===== src/rtl/core/frc_pkg.sv =====
// Shared types and constants for the fragment reassembly slot table.
// Used by every module under rtl/core; depends on nothing.
package frc_pkg;

  // Operation codes on the input tuser
  localparam logic [1:0] OP_FRAGMENT = 2'd0;
  localparam logic [1:0] OP_ACK      = 2'd1;
  localparam logic [1:0] OP_RELEASE  = 2'd2;

  // Result status codes on the output tuser
  localparam logic [2:0] ST_ACCEPTED  = 3'd0;
  localparam logic [2:0] ST_DUPLICATE = 3'd1;
  localparam logic [2:0] ST_NO_SLOT   = 3'd2;
  localparam logic [2:0] ST_MISMATCH  = 3'd3;
  localparam logic [2:0] ST_OUT_ORDER = 3'd4;
  localparam logic [2:0] ST_OVERFLOW  = 3'd5;
  localparam logic [2:0] ST_ACK_SEEN  = 3'd6;
  localparam logic [2:0] ST_RELEASED  = 3'd7;

  // Slot modes
  localparam logic [1:0] MODE_FREE     = 2'd0;
  localparam logic [1:0] MODE_RECEIVE  = 2'd1;
  localparam logic [1:0] MODE_COMPLETE = 2'd2;

  // Timeout register reset value
  localparam logic [31:0] TIMEOUT_RESET = 32'd10000;

  // Command queue between front and back
  localparam int QDEPTH = 2;
  localparam int QPTR_W = 1;

  // One classified command as it travels through the queue
  typedef struct packed {
    logic [1:0]  op;
    logic [31:0] now_ms;
    logic [15:0] sequence_id;
    logic [7:0]  fragment_index;
    logic [7:0]  fragment_count;
    logic [9:0]  payload_length;
    logic [1:0]  release_slot;
  } frc_item_t;

  // One result item
  typedef struct packed {
    logic [2:0]  status;
    logic        send_ack;
    logic [15:0] ack_sequence_id;
    logic [7:0]  ack_fragment_index;
    logic [7:0]  ack_fragment_count;
    logic [1:0]  slot_used;
    logic [8:0]  write_offset;
    logic        message_complete;
    logic [9:0]  message_length;
  } frc_result_t;

  // Queue status seen by the back end and the front end
  typedef struct packed {
    logic valid;
    logic full;
  } frc_qstat_t;

endpackage


===== src/rtl/core/fragment_reassembly_contexts_top.sv =====
// Top level of the fragment reassembly slot table: APB timeout register,
// front end, command queue and slot engine. Depends on frc_pkg and frc_* modules.
//
//  channel  | role   | handshake                 | payload
//  ---------+--------+---------------------------+------------------------------
//  in_      | slave  | in_tvalid / in_tready     | tuser operation, tdata header
//  out_     | master | out_tvalid / out_tready   | tuser status, tdata result
//  cfg_     | APB    | psel, penable, pready = 1 | timeout_ticks at address 0
//
// A payload fragment's result goes through these steps: it leaves the queue, the
// scan visits each slot in turn for timeout and match, then the decide step loads
// the output register, waiting while the output stalls. Ack and release results are
// loaded into the output register as they leave the queue, waiting for it too.
// Reset (rst_n low, synchronous) frees all slots and sets the timeout to 10000.
// A two-entry queue keeps taking transfers, until it is full, while the engine or the output stalls.
module fragment_reassembly_contexts_top import frc_pkg::*; #(
  parameter int SLOT_COUNT   = 4,
  parameter int BUFFER_BYTES = 512
) (
  input  logic        clk,
  input  logic        rst_n,
  // input stream
  input  logic        in_tvalid,
  output logic        in_tready,
  // tdata, low bit up: now_ms[31:0], sequence_id[47:32], fragment_index[55:48],
  // fragment_count[63:56], payload_length[73:64], release_slot[75:74], zero fill
  input  logic [79:0] in_tdata,
  // tuser: operation[1:0]
  input  logic [1:0]  in_tuser,
  // result stream
  output logic        out_tvalid,
  input  logic        out_tready,
  // tdata, low bit up: send_ack[0], ack_sequence_id[16:1], ack_fragment_index[24:17],
  // ack_fragment_count[32:25], slot_used[34:33], write_offset[43:35],
  // message_complete[44], message_length[54:45], zero fill
  output logic [55:0] out_tdata,
  // tuser: status[2:0]
  output logic [2:0]  out_tuser,
  // configuration port
  input  logic        cfg_psel,
  input  logic        cfg_penable,
  input  logic        cfg_pwrite,
  input  logic [2:0]  cfg_paddr,
  input  logic [31:0] cfg_pwdata,
  output logic [31:0] cfg_prdata,
  output logic        cfg_pready
);

  logic [31:0] timeout_r;
  logic        cfg_wr;
  frc_qstat_t  qstat;
  logic        q_push, q_pop;
  frc_item_t   push_item, head_item;
  frc_result_t res;

  // Timeout register
  assign cfg_pready = 1'b1;
  assign cfg_wr     = cfg_psel && cfg_penable && cfg_pwrite && cfg_pready &&
                      !cfg_paddr[2];
  assign cfg_prdata = cfg_paddr[2] ? 32'd0 : timeout_r;

  always_ff @(posedge clk) begin
    if (!rst_n) begin
      timeout_r <= TIMEOUT_RESET;
    end else if (cfg_wr) begin
      timeout_r <= cfg_pwdata;
    end
  end

  frc_front u_front (
    .in_tvalid (in_tvalid),
    .in_tready (in_tready),
    .in_tdata  (in_tdata),
    .in_tuser  (in_tuser),
    .qstat     (qstat),
    .q_push    (q_push),
    .q_item    (push_item)
  );

  frc_queue u_queue (
    .clk       (clk),
    .rst_n     (rst_n),
    .push      (q_push),
    .push_item (push_item),
    .pop       (q_pop),
    .head_item (head_item),
    .qstat     (qstat)
  );

  frc_back #(
    .SLOT_COUNT   (SLOT_COUNT),
    .BUFFER_BYTES (BUFFER_BYTES)
  ) u_back (
    .clk           (clk),
    .rst_n         (rst_n),
    .timeout_ticks (timeout_r),
    .qstat         (qstat),
    .q_item        (head_item),
    .q_pop         (q_pop),
    .res_valid     (out_tvalid),
    .res_ready     (out_tready),
    .res           (res)
  );

  // Pack the result transfer
  assign out_tuser = res.status;
  assign out_tdata = {1'b0, res.message_length, res.message_complete, res.write_offset,
                      res.slot_used, res.ack_fragment_count, res.ack_fragment_index,
                      res.ack_sequence_id, res.send_ack};

endmodule


===== src/rtl/core/frc_front.sv =====
// Input side: unpacks stream transfers, classifies the operation and pushes
// commands into the queue. Depends on frc_pkg.
module frc_front import frc_pkg::*; (
  input  logic             in_tvalid,
  output logic             in_tready,
  // tdata, low bit up: now_ms[31:0], sequence_id[47:32], fragment_index[55:48],
  // fragment_count[63:56], payload_length[73:64], release_slot[75:74], zero fill
  input  logic [79:0]      in_tdata,
  // tuser: operation[1:0]
  input  logic [1:0]       in_tuser,
  input  frc_qstat_t       qstat,
  output logic             q_push,
  output frc_item_t        q_item
);

  logic known_op;

  // Take a transfer whenever the queue has room
  assign in_tready = !qstat.full;

  // The unused operation code is taken and dropped: no state change, no result
  assign known_op = (in_tuser == OP_FRAGMENT) || (in_tuser == OP_ACK) ||
                    (in_tuser == OP_RELEASE);
  assign q_push   = in_tvalid && in_tready && known_op;

  // Unpack fields
  always_comb begin
    q_item.op             = in_tuser;
    q_item.now_ms         = in_tdata[31:0];
    q_item.sequence_id    = in_tdata[47:32];
    q_item.fragment_index = in_tdata[55:48];
    q_item.fragment_count = in_tdata[63:56];
    q_item.payload_length = in_tdata[73:64];
    q_item.release_slot   = in_tdata[75:74];
  end

endmodule


===== src/rtl/core/frc_queue.sv =====
// Short command queue between the front end and the slot engine.
// Depends on frc_pkg.
module frc_queue import frc_pkg::*; (
  input  logic        clk,
  input  logic        rst_n,
  input  logic        push,
  input  frc_item_t   push_item,
  input  logic        pop,
  output frc_item_t   head_item,
  output frc_qstat_t  qstat
);

  frc_item_t         entry_r [QDEPTH];
  logic [QPTR_W-1:0] wr_ptr_r, wr_ptr_nxt;
  logic [QPTR_W-1:0] rd_ptr_r, rd_ptr_nxt;
  logic [QPTR_W:0]   count_r, count_nxt;
  logic              do_push, do_pop;

  assign qstat.valid = (count_r != '0);
  assign qstat.full  = (count_r == (QPTR_W+1)'(QDEPTH));
  assign head_item   = entry_r[rd_ptr_r];

  assign do_push = push && !qstat.full;
  assign do_pop  = pop && qstat.valid;

  // Pointer and fill count
  always_comb begin
    wr_ptr_nxt = do_push ? wr_ptr_r + 1'b1 : wr_ptr_r;
    rd_ptr_nxt = do_pop  ? rd_ptr_r + 1'b1 : rd_ptr_r;
    count_nxt  = count_r;
    if (do_push && !do_pop) begin
      count_nxt = count_r + 1'b1;
    end else if (do_pop && !do_push) begin
      count_nxt = count_r - 1'b1;
    end
  end

  always_ff @(posedge clk) begin
    if (!rst_n) begin
      wr_ptr_r <= '0;
      rd_ptr_r <= '0;
      count_r  <= '0;
    end else begin
      wr_ptr_r <= wr_ptr_nxt;
      rd_ptr_r <= rd_ptr_nxt;
      count_r  <= count_nxt;
    end
  end

  // Entry storage
  always_ff @(posedge clk) begin
    if (do_push) begin
      entry_r[wr_ptr_r] <= push_item;
    end
  end

endmodule


===== src/rtl/core/frc_back.sv =====
// Slot engine: scans the slot table one slot a cycle (timeout and match),
// then decides, updates the slot and loads the output register. Depends on frc_pkg.
module frc_back import frc_pkg::*; #(
  parameter int SLOT_COUNT   = 4,
  parameter int BUFFER_BYTES = 512
) (
  input  logic         clk,
  input  logic         rst_n,
  input  logic [31:0]  timeout_ticks,
  input  frc_qstat_t   qstat,
  input  frc_item_t    q_item,
  output logic         q_pop,
  output logic         res_valid,
  input  logic         res_ready,
  output frc_result_t  res
);

  localparam int SLOT_W = (SLOT_COUNT > 1) ? $clog2(SLOT_COUNT) : 1;
  localparam int BYTE_W = $clog2(BUFFER_BYTES + 1);
  localparam int SUM_W  = ((BYTE_W > 10) ? BYTE_W : 10) + 1;

  localparam logic [1:0] S_IDLE   = 2'd0;
  localparam logic [1:0] S_SCAN   = 2'd1;
  localparam logic [1:0] S_DECIDE = 2'd2;

  // Slot table
  logic [1:0]        mode_r  [SLOT_COUNT];
  logic [15:0]       seq_r   [SLOT_COUNT];
  logic [7:0]        total_r [SLOT_COUNT];
  logic [7:0]        next_r  [SLOT_COUNT];
  logic [31:0]       last_r  [SLOT_COUNT];
  logic [BYTE_W-1:0] bytes_r [SLOT_COUNT];

  // Sequencer and captured scan results
  logic [1:0]        state_r, state_nxt;
  frc_item_t         item_r, item_nxt;
  logic [SLOT_W-1:0] scan_r, scan_nxt;
  logic              hit_found_r, hit_found_nxt;
  logic [SLOT_W-1:0] hit_r, hit_nxt;
  logic              free_found_r, free_found_nxt;
  logic [SLOT_W-1:0] free_r, free_nxt;
  logic [7:0]        h_total_r, h_total_nxt;
  logic [7:0]        h_next_r, h_next_nxt;
  logic [BYTE_W-1:0] h_bytes_r, h_bytes_nxt;

  // Output register
  logic              out_valid_r, out_valid_nxt;
  frc_result_t       out_r, out_nxt;
  logic              out_free;

  // Table write controls
  logic              mode_we;
  logic [SLOT_W-1:0] mode_wa;
  logic [1:0]        mode_wd;
  logic              fld_we, last_we;
  logic [SLOT_W-1:0] fld_wa;
  logic [7:0]        w_total, w_next;
  logic [BYTE_W-1:0] w_bytes;

  // Scan and decide datapath
  logic [1:0]        cur_mode;
  logic [31:0]       cur_age;
  logic              cur_expired, cur_live;
  logic [SLOT_W-1:0] sel;
  logic [7:0]        eff_total, eff_next, next_inc;
  logic [BYTE_W-1:0] eff_bytes;
  logic [SUM_W-1:0]  byte_sum;
  logic              done;

  assign res_valid = out_valid_r;
  assign res       = out_r;
  assign out_free  = !out_valid_r || res_ready;

  // Slot under the scan pointer
  assign cur_mode    = mode_r[scan_r];
  assign cur_age     = item_r.now_ms - last_r[scan_r];
  assign cur_expired = (cur_mode == MODE_RECEIVE) && (cur_age >= timeout_ticks);
  assign cur_live    = (cur_mode == MODE_RECEIVE) && !cur_expired;

  // Effective slot view at decide: matched slot, or a freshly opened one
  assign sel       = hit_found_r ? hit_r : free_r;
  assign eff_total = hit_found_r ? h_total_r : item_r.fragment_count;
  assign eff_next  = hit_found_r ? h_next_r : 8'd0;
  assign eff_bytes = hit_found_r ? h_bytes_r : '0;
  assign byte_sum  = SUM_W'(eff_bytes) + SUM_W'(item_r.payload_length);
  assign next_inc  = eff_next + 8'd1;
  assign done      = (next_inc == eff_total);

  always_comb begin
    state_nxt      = state_r;
    item_nxt       = item_r;
    scan_nxt       = scan_r;
    hit_found_nxt  = hit_found_r;
    hit_nxt        = hit_r;
    free_found_nxt = free_found_r;
    free_nxt       = free_r;
    h_total_nxt    = h_total_r;
    h_next_nxt     = h_next_r;
    h_bytes_nxt    = h_bytes_r;
    out_valid_nxt  = out_valid_r && !res_ready;
    out_nxt        = out_r;
    q_pop          = 1'b0;
    mode_we        = 1'b0;
    mode_wa        = scan_r;
    mode_wd        = MODE_FREE;
    fld_we         = 1'b0;
    last_we        = 1'b0;
    fld_wa         = sel;
    w_total        = eff_total;
    w_next         = eff_next;
    w_bytes        = eff_bytes;

    case (state_r)
      S_IDLE: begin
        if (qstat.valid) begin
          if (q_item.op == OP_FRAGMENT) begin
            // Start a scan of the slot table
            q_pop          = 1'b1;
            item_nxt       = q_item;
            scan_nxt       = '0;
            hit_found_nxt  = 1'b0;
            free_found_nxt = 1'b0;
            state_nxt      = S_SCAN;
          end else if (out_free) begin
            // Ack seen and release finish at once
            q_pop         = 1'b1;
            out_valid_nxt = 1'b1;
            out_nxt       = '0;
            if (q_item.op == OP_ACK) begin
              out_nxt.status = ST_ACK_SEEN;
            end else begin
              out_nxt.status    = ST_RELEASED;
              out_nxt.slot_used = q_item.release_slot;
              if (32'(q_item.release_slot) < SLOT_COUNT) begin
                mode_we = 1'b1;
                mode_wa = SLOT_W'(q_item.release_slot);
                mode_wd = MODE_FREE;
              end
            end
          end
        end
      end

      S_SCAN: begin
        // Timeout, match and first free, one slot a cycle
        if (cur_expired) begin
          mode_we = 1'b1;
          mode_wa = scan_r;
          mode_wd = MODE_FREE;
        end
        if (!hit_found_r && cur_live && (seq_r[scan_r] == item_r.sequence_id)) begin
          hit_found_nxt = 1'b1;
          hit_nxt       = scan_r;
          h_total_nxt   = total_r[scan_r];
          h_next_nxt    = next_r[scan_r];
          h_bytes_nxt   = bytes_r[scan_r];
        end
        if (!free_found_r && ((cur_mode == MODE_FREE) || cur_expired)) begin
          free_found_nxt = 1'b1;
          free_nxt       = scan_r;
        end
        if (scan_r == SLOT_W'(SLOT_COUNT - 1)) begin
          state_nxt = S_DECIDE;
        end else begin
          scan_nxt = scan_r + 1'b1;
        end
      end

      S_DECIDE: begin
        if (out_free) begin
          out_valid_nxt = 1'b1;
          out_nxt       = '0;
          state_nxt     = S_IDLE;
          if (!hit_found_r && ((item_r.fragment_index != 8'd0) || !free_found_r)) begin
            out_nxt.status = ST_NO_SLOT;
          end else begin
            out_nxt.slot_used = 2'(sel);
            // Opening a slot writes its header fields
            if (!hit_found_r) begin
              fld_we  = 1'b1;
              last_we = 1'b1;
              mode_we = 1'b1;
              mode_wa = sel;
              mode_wd = MODE_RECEIVE;
            end
            if (item_r.fragment_count != eff_total) begin
              out_nxt.status = ST_MISMATCH;
            end else if (item_r.fragment_index < eff_next) begin
              // Old fragment: re-ack and refresh the arrival time
              last_we                    = 1'b1;
              out_nxt.status             = ST_DUPLICATE;
              out_nxt.send_ack           = 1'b1;
              out_nxt.ack_sequence_id    = item_r.sequence_id;
              out_nxt.ack_fragment_index = item_r.fragment_index;
              out_nxt.ack_fragment_count = item_r.fragment_count;
            end else if (item_r.fragment_index != eff_next) begin
              out_nxt.status = ST_OUT_ORDER;
            end else if (byte_sum > SUM_W'(BUFFER_BYTES)) begin
              out_nxt.status = ST_OVERFLOW;
            end else begin
              // In-order fragment that fits
              fld_we                     = 1'b1;
              last_we                    = 1'b1;
              w_next                     = next_inc;
              w_bytes                    = BYTE_W'(byte_sum);
              out_nxt.status             = ST_ACCEPTED;
              out_nxt.send_ack           = 1'b1;
              out_nxt.ack_sequence_id    = item_r.sequence_id;
              out_nxt.ack_fragment_index = item_r.fragment_index;
              out_nxt.ack_fragment_count = item_r.fragment_count;
              out_nxt.write_offset       = 9'(eff_bytes);
              if (done) begin
                mode_we                  = 1'b1;
                mode_wa                  = sel;
                mode_wd                  = MODE_COMPLETE;
                out_nxt.message_complete = 1'b1;
                out_nxt.message_length   = 10'(byte_sum);
              end
            end
          end
        end
      end

      default: begin
        state_nxt = S_IDLE;
      end
    endcase
  end

  // Control registers
  always_ff @(posedge clk) begin
    if (!rst_n) begin
      state_r     <= S_IDLE;
      out_valid_r <= 1'b0;
      for (int i = 0; i < SLOT_COUNT; i++) begin
        mode_r[i] <= MODE_FREE;
      end
    end else begin
      state_r     <= state_nxt;
      out_valid_r <= out_valid_nxt;
      if (mode_we) begin
        mode_r[mode_wa] <= mode_wd;
      end
    end
  end

  // Payload registers and slot fields
  always_ff @(posedge clk) begin
    item_r       <= item_nxt;
    scan_r       <= scan_nxt;
    hit_found_r  <= hit_found_nxt;
    hit_r        <= hit_nxt;
    free_found_r <= free_found_nxt;
    free_r       <= free_nxt;
    h_total_r    <= h_total_nxt;
    h_next_r     <= h_next_nxt;
    h_bytes_r    <= h_bytes_nxt;
    out_r        <= out_nxt;
    if (fld_we) begin
      seq_r[fld_wa]   <= item_r.sequence_id;
      total_r[fld_wa] <= w_total;
      next_r[fld_wa]  <= w_next;
      bytes_r[fld_wa] <= w_bytes;
    end
    if (last_we) begin
      last_r[fld_wa] <= item_r.now_ms;
    end
  end

endmodule

===== config.mk =====
export PLATFORM = sky130hd
export DESIGN_NAME = fragment_reassembly_contexts_top
export DESIGN_NICKNAME = d
export VERILOG_FILES = /design/src/rtl/core/frc_pkg.sv /design/src/rtl/core/fragment_reassembly_contexts_top.sv /design/src/rtl/core/frc_front.sv /design/src/rtl/core/frc_queue.sv /design/src/rtl/core/frc_back.sv
export SDC_FILE = /design/constraint.sdc
export NUM_CORES = 1
export LEC_CHECK = 0
export BUFFER_PORTS_ARGS = -buffer_cell sky130_fd_sc_hd__buf_2
export CORE_MARGIN = 3
export CORE_UTILIZATION = 65
export DETAILED_ROUTE_END_ITERATION = 10
export PLACE_DENSITY = 0.95
export SYNTH_ARGS = -nofsm -noshare
export SYNTH_HDL_FRONTEND = slang
export SYNTH_SLANG_ARGS = --single-unit

===== constraint.sdc =====
create_clock -name clk -period 16.8 [get_ports clk]
set_input_delay 0.84 -clock clk [delete_from_list [all_inputs] [get_ports clk]]
set_output_delay 0.84 -clock clk [all_outputs]
set_load 0.005 [all_outputs]

==> impl_results.md <==
* Global placer's final weighted congestion at 0.892
* Clock insertion delay at the later pin of the skew report at 0.67 ns
* # resized after CTS at 0
* Vias per cell at 6.48
* WL/cell at 25.2 um
* DRT iter0 DRCs at 2,395
* Num ports at 218
* Clock Tree Root: sky130_fd_sc_hd__clkbuf_16
* P_leak at 11.4 nW
* Endpoint type of the worst setup path: register
* Fraction of synthesis flops using an asynchronous set or reset pin at 0%
* Delay of the slowest critical-path stage at 0.78 ns
* Yosys synthesis warning count at 0
* CTS Buf Count at 61
* Total global routing overflow at 0
* Syn Inst Count at 1,767
* Number of enable flip-flop cells after synthesis at 626
* Overall routing resource usage at 28.9%
* Data required time of the critical path at 17.15 ns
* VDD IR-drop max at 0.0971 mV
* Mean Syn Cell Area at 15.9 um2
* Setup TNS Final at 0 ns
* Synthesis-to-finish area growth at 13.2%
* Total iterations of the first detailed-routing run at 6
* Die Footprint at 45,800 um2
* Antenna violations before repair at 5
* Number of distinct library cell variants in the gate-level netlist after synthesis at 77
* Final number of hold-violating endpoints at 0
* Die Ht at 214 um
* Area of the core region at 42,300 um2
* Fin cells at 2,633
* Syn Nets at 1,978
* Fraction of the yosys area taken by sequential cells at 69.9%
* Hold buffer count at CTS at 0
* Detail Route Antenna Nets at 0
* Number of pins exceeding their max-slew limit in the final report at 0
* Crit-path max FO at 50
* MaxCap Viol Count at 0
* Count of final setup violators at 0
* Max Buffers Root-to-Sink at 3
* Unrepaired setup endpoints after global routing: no
* Post-detailed-routing wire length at 66,300 um
* Dpl hpwl at 40,300 um
* Post-placement cell count at 2,517
* Max_slew headroom at 26.9%
* Routed via count at 17,070
* Clk slew on worst S/H paths at 0.07 ns
* Number of standard-cell rows in the floorplan at 75
* Fill cell instance count of the final layout at 2,185
* Timing endpoint of the critical path: u_back.hit_found_r
* Clock net sink count at 668
* Depth of the worst register-to-register path at 20
* Synthesized area at 28,100 um2
* Worst path slowest cell: sky130_fd_sc_hd__buf_4
* Startpoint kind of the worst setup timing path: register
* Commonest register cell after synthesis: sky130_fd_sc_hd__edfxtp_1
* Period Utilization, post-route at 42.3%
* Global-route wire length before repair at 101,000 um
* Drc violations at 0
* Final period demand of the worst path at 7.11 ns
* Starting density of the core at 66.4%
* Hold crit path type: primary input to register
* H-tree depth at 2
* Type of the worst setup path: register to register
* Number of synthesized register bits at 668
* Post-CTS setup repair buffer count at 0
* Reg2Reg Setup Slack at 9.69 ns
* # nets final at 2,214
* Cell-by-cell trace of the critical path: buf_4 > mux4_2 > ha_1 > inv_1 > fa_1 > a21o_1 > a21oi_1 > o21ai_0 > a32oi_1 > a31oi_1 > o2bb2ai_1 > a31o_2 > a21oi_1 > xnor2_1 > ha_1 > and4_1 > a221oi_1 > o221a_2 > and3_2 > or2_2
* Chip Width at 214 um
* Slew @ Worst Pin at 1.10 ns
* Data arrival time at the worst-slack endpoint at 7.46 ns
* CTS tree: yes
* Max frequency at 0.141 GHz
* Endpoint of the worst register-to-register path: u_back.hit_found_r
* Pin count of the biggest net entering global routing at 69
* Pwr/cell area at 149 nW/um2
* Vias in the first global route at 17,801
* Fraction of layout instances using a drive strength above 1 at 25.3%
* Run status: complete, no violations
* Worst setup skew after layout at 0.0575 ns
* IO buf count at 209
cells in the mapped netlist, types with 3 or more instances:
master                     count  area (um2)
sky130_fd_sc_hd__mux2_2       83         935
sky130_fd_sc_hd__o21bai_1      4        30.0
sky130_fd_sc_hd__o21ai_0      35         175
sky130_fd_sc_hd__nand2_1     116         435
sky130_fd_sc_hd__xor2_1       23         201
sky130_fd_sc_hd__or2_2         6        37.5
sky130_fd_sc_hd__mux4_2       76        1710
sky130_fd_sc_hd__nor2b_1      11        68.8
sky130_fd_sc_hd__clkbuf_1     35         131
sky130_fd_sc_hd__buf_1         9        33.8
sky130_fd_sc_hd__o211ai_1      6        45.0
sky130_fd_sc_hd__nor2_1      112         420
sky130_fd_sc_hd__a21oi_1      51         255
sky130_fd_sc_hd__ha_1         85        1060
sky130_fd_sc_hd__buf_2        10        50.1
sky130_fd_sc_hd__and2_1       41         257
sky130_fd_sc_hd__o31ai_1       5        37.5
sky130_fd_sc_hd__mux2i_1       5        50.1
sky130_fd_sc_hd__inv_1       105         394
sky130_fd_sc_hd__a31oi_1      11        68.8
sky130_fd_sc_hd__nand3_1      20         100
sky130_fd_sc_hd__nand2b_1     14        87.6
sky130_fd_sc_hd__o22ai_1      14        87.6
sky130_fd_sc_hd__a31o_2        5        43.8
sky130_fd_sc_hd__xnor2_1      52         455
sky130_fd_sc_hd__or3_1         7        43.8
sky130_fd_sc_hd__a21o_1       25         188
sky130_fd_sc_hd__dfxtp_1      42         841
sky130_fd_sc_hd__nor3_1       16        80.1
sky130_fd_sc_hd__a211oi_1      4        30.0
sky130_fd_sc_hd__o21a_1        8        60.1
sky130_fd_sc_hd__edfxtp_1    626       18800
sky130_fd_sc_hd__and3_1        5        31.3
sky130_fd_sc_hd__a21boi_0     28         210
sky130_fd_sc_hd__o21ai_1       4        20.0
sky130_fd_sc_hd__and4_1        3        26.3
sky130_fd_sc_hd__nand4_1      14        87.6
kinds of logic after synthesis:
logic type	Yosys count	synth area share [%]
other cells	2	0.0267
fa+ha+maj	87	3.93
xor+xnor	75	2.34
mux	164	9.59
simple gates	379	6.44
buf+inv	162	2.24
compound gates	230	5.56
flops	668	69.9
worst min-delay path by stage:
stage | startpoint | endpoint | cells past startpoint
2_1_floorplan | timeout_r[11] | timeout_r[11] | 2
3_3_place_gp | timeout_r[17] | timeout_r[17] | 2
3_5_place_dp | timeout_r[5] | timeout_r[5] | 2
4_1_cts | in_tdata[54] | u_queue.entry_r[0][26] | 1
5_1_grt | in_tdata[38] | u_queue.entry_r[0][34] | 1
6_report | in_tdata[54] | u_queue.entry_r[0][26] | 1
through the flow:
step | power (mW) | hold WS, ns | util (%) | worst slack [ns] | area [um2]
CTS | 4.73 | 0.329 | 75.2 | 9.71 | 31800
floorplan | 2.99 | 0.443 | - | 10.60 | 28100
finish | 4.74 | 0.360 | 75.2 | 9.69 | 31800
detailed placement | 3.36 | 0.459 | 70.6 | 9.73 | 29900
global placement | 3.27 | 0.453 | 70.6 | 10.10 | 29900
global route | 4.92 | 0.344 | 75.2 | 9.14 | 31800
final cells by class:
type / instances / area (um2) / share of cell area, %
Tap cell: 577 / 722 / 2.27
Inverter: 105 / 395 / 1.24
Timing Repair Buffer: 230 / 1200 / 3.78
Clock buffer: 76 / 1580 / 4.97
Clock inverter: 38 / 373 / 1.17
Antenna cell: 2 / 5.00 / 0.0157
Sequential cell: 668 / 19600 / 61.7
Multi-Input combinational cell: 937 / 7900 / 24.8
power breakdown:
group	total, mW	internal (mW)	switching (mW)
clock	1.36	0.749	0.614
sequential	2.10	2.02	0.0778
combinational	1.28	0.539	0.737
total	4.74	3.31	1.43
cell usage in the layout, fill, tap and decap left out, drive strengths merged, types with 52 or more instances in the layout:
| cell | instances |
|---|---|
| a21oi | 52 |
| buf | 230 |
| clkbuf | 76 |
| edfxtp | 626 |
| ha | 85 |
| inv | 105 |
| mux2 | 83 |
| mux4 | 76 |
| nand2 | 116 |
| nor2 | 112 |
| xnor2 | 52 |
worst max-delay path, delay by kind of cell (launching register included):
family	cells	cell delay (ns)
buffers and inverters	2	0.85
flip-flops	1	0.33
AO/OA/AOI/OAI	10	2.82
adder cells (fa/ha/maj)	3	0.98
AND/OR/NAND/NOR	3	1.21
XOR/XNOR	1	0.21
multiplexers	1	0.39
sequential cells by signal, indices dropped and copies added, names as in the netlist, 8 cells and up, named ones only:
name              flops
u_back.item_r        74
u_back.h_next_r       8
u_back.seq_r         64
u_queue.entry_r     156
u_back.h_bytes_r     10
u_back.next_r        32
u_back.h_total_r      8
u_back.total_r       32
u_back.res           58
u_back.last_r       128
u_back.bytes_r       40
u_back.mode_r         8
timeout_r            32
per-layer routing:
layer  vias to the layer above  track usage (%)  part of all wire [%]
met4                         8             15.9                   5.6
met1                      8382             36.3                    36
met3                       283             5.45                   9.3
met2                      1232             48.0                    49
met5                         -                0                 0.072
li1                       7165                -                     -
No activity file was read; power rests on OpenSTA's default activity.
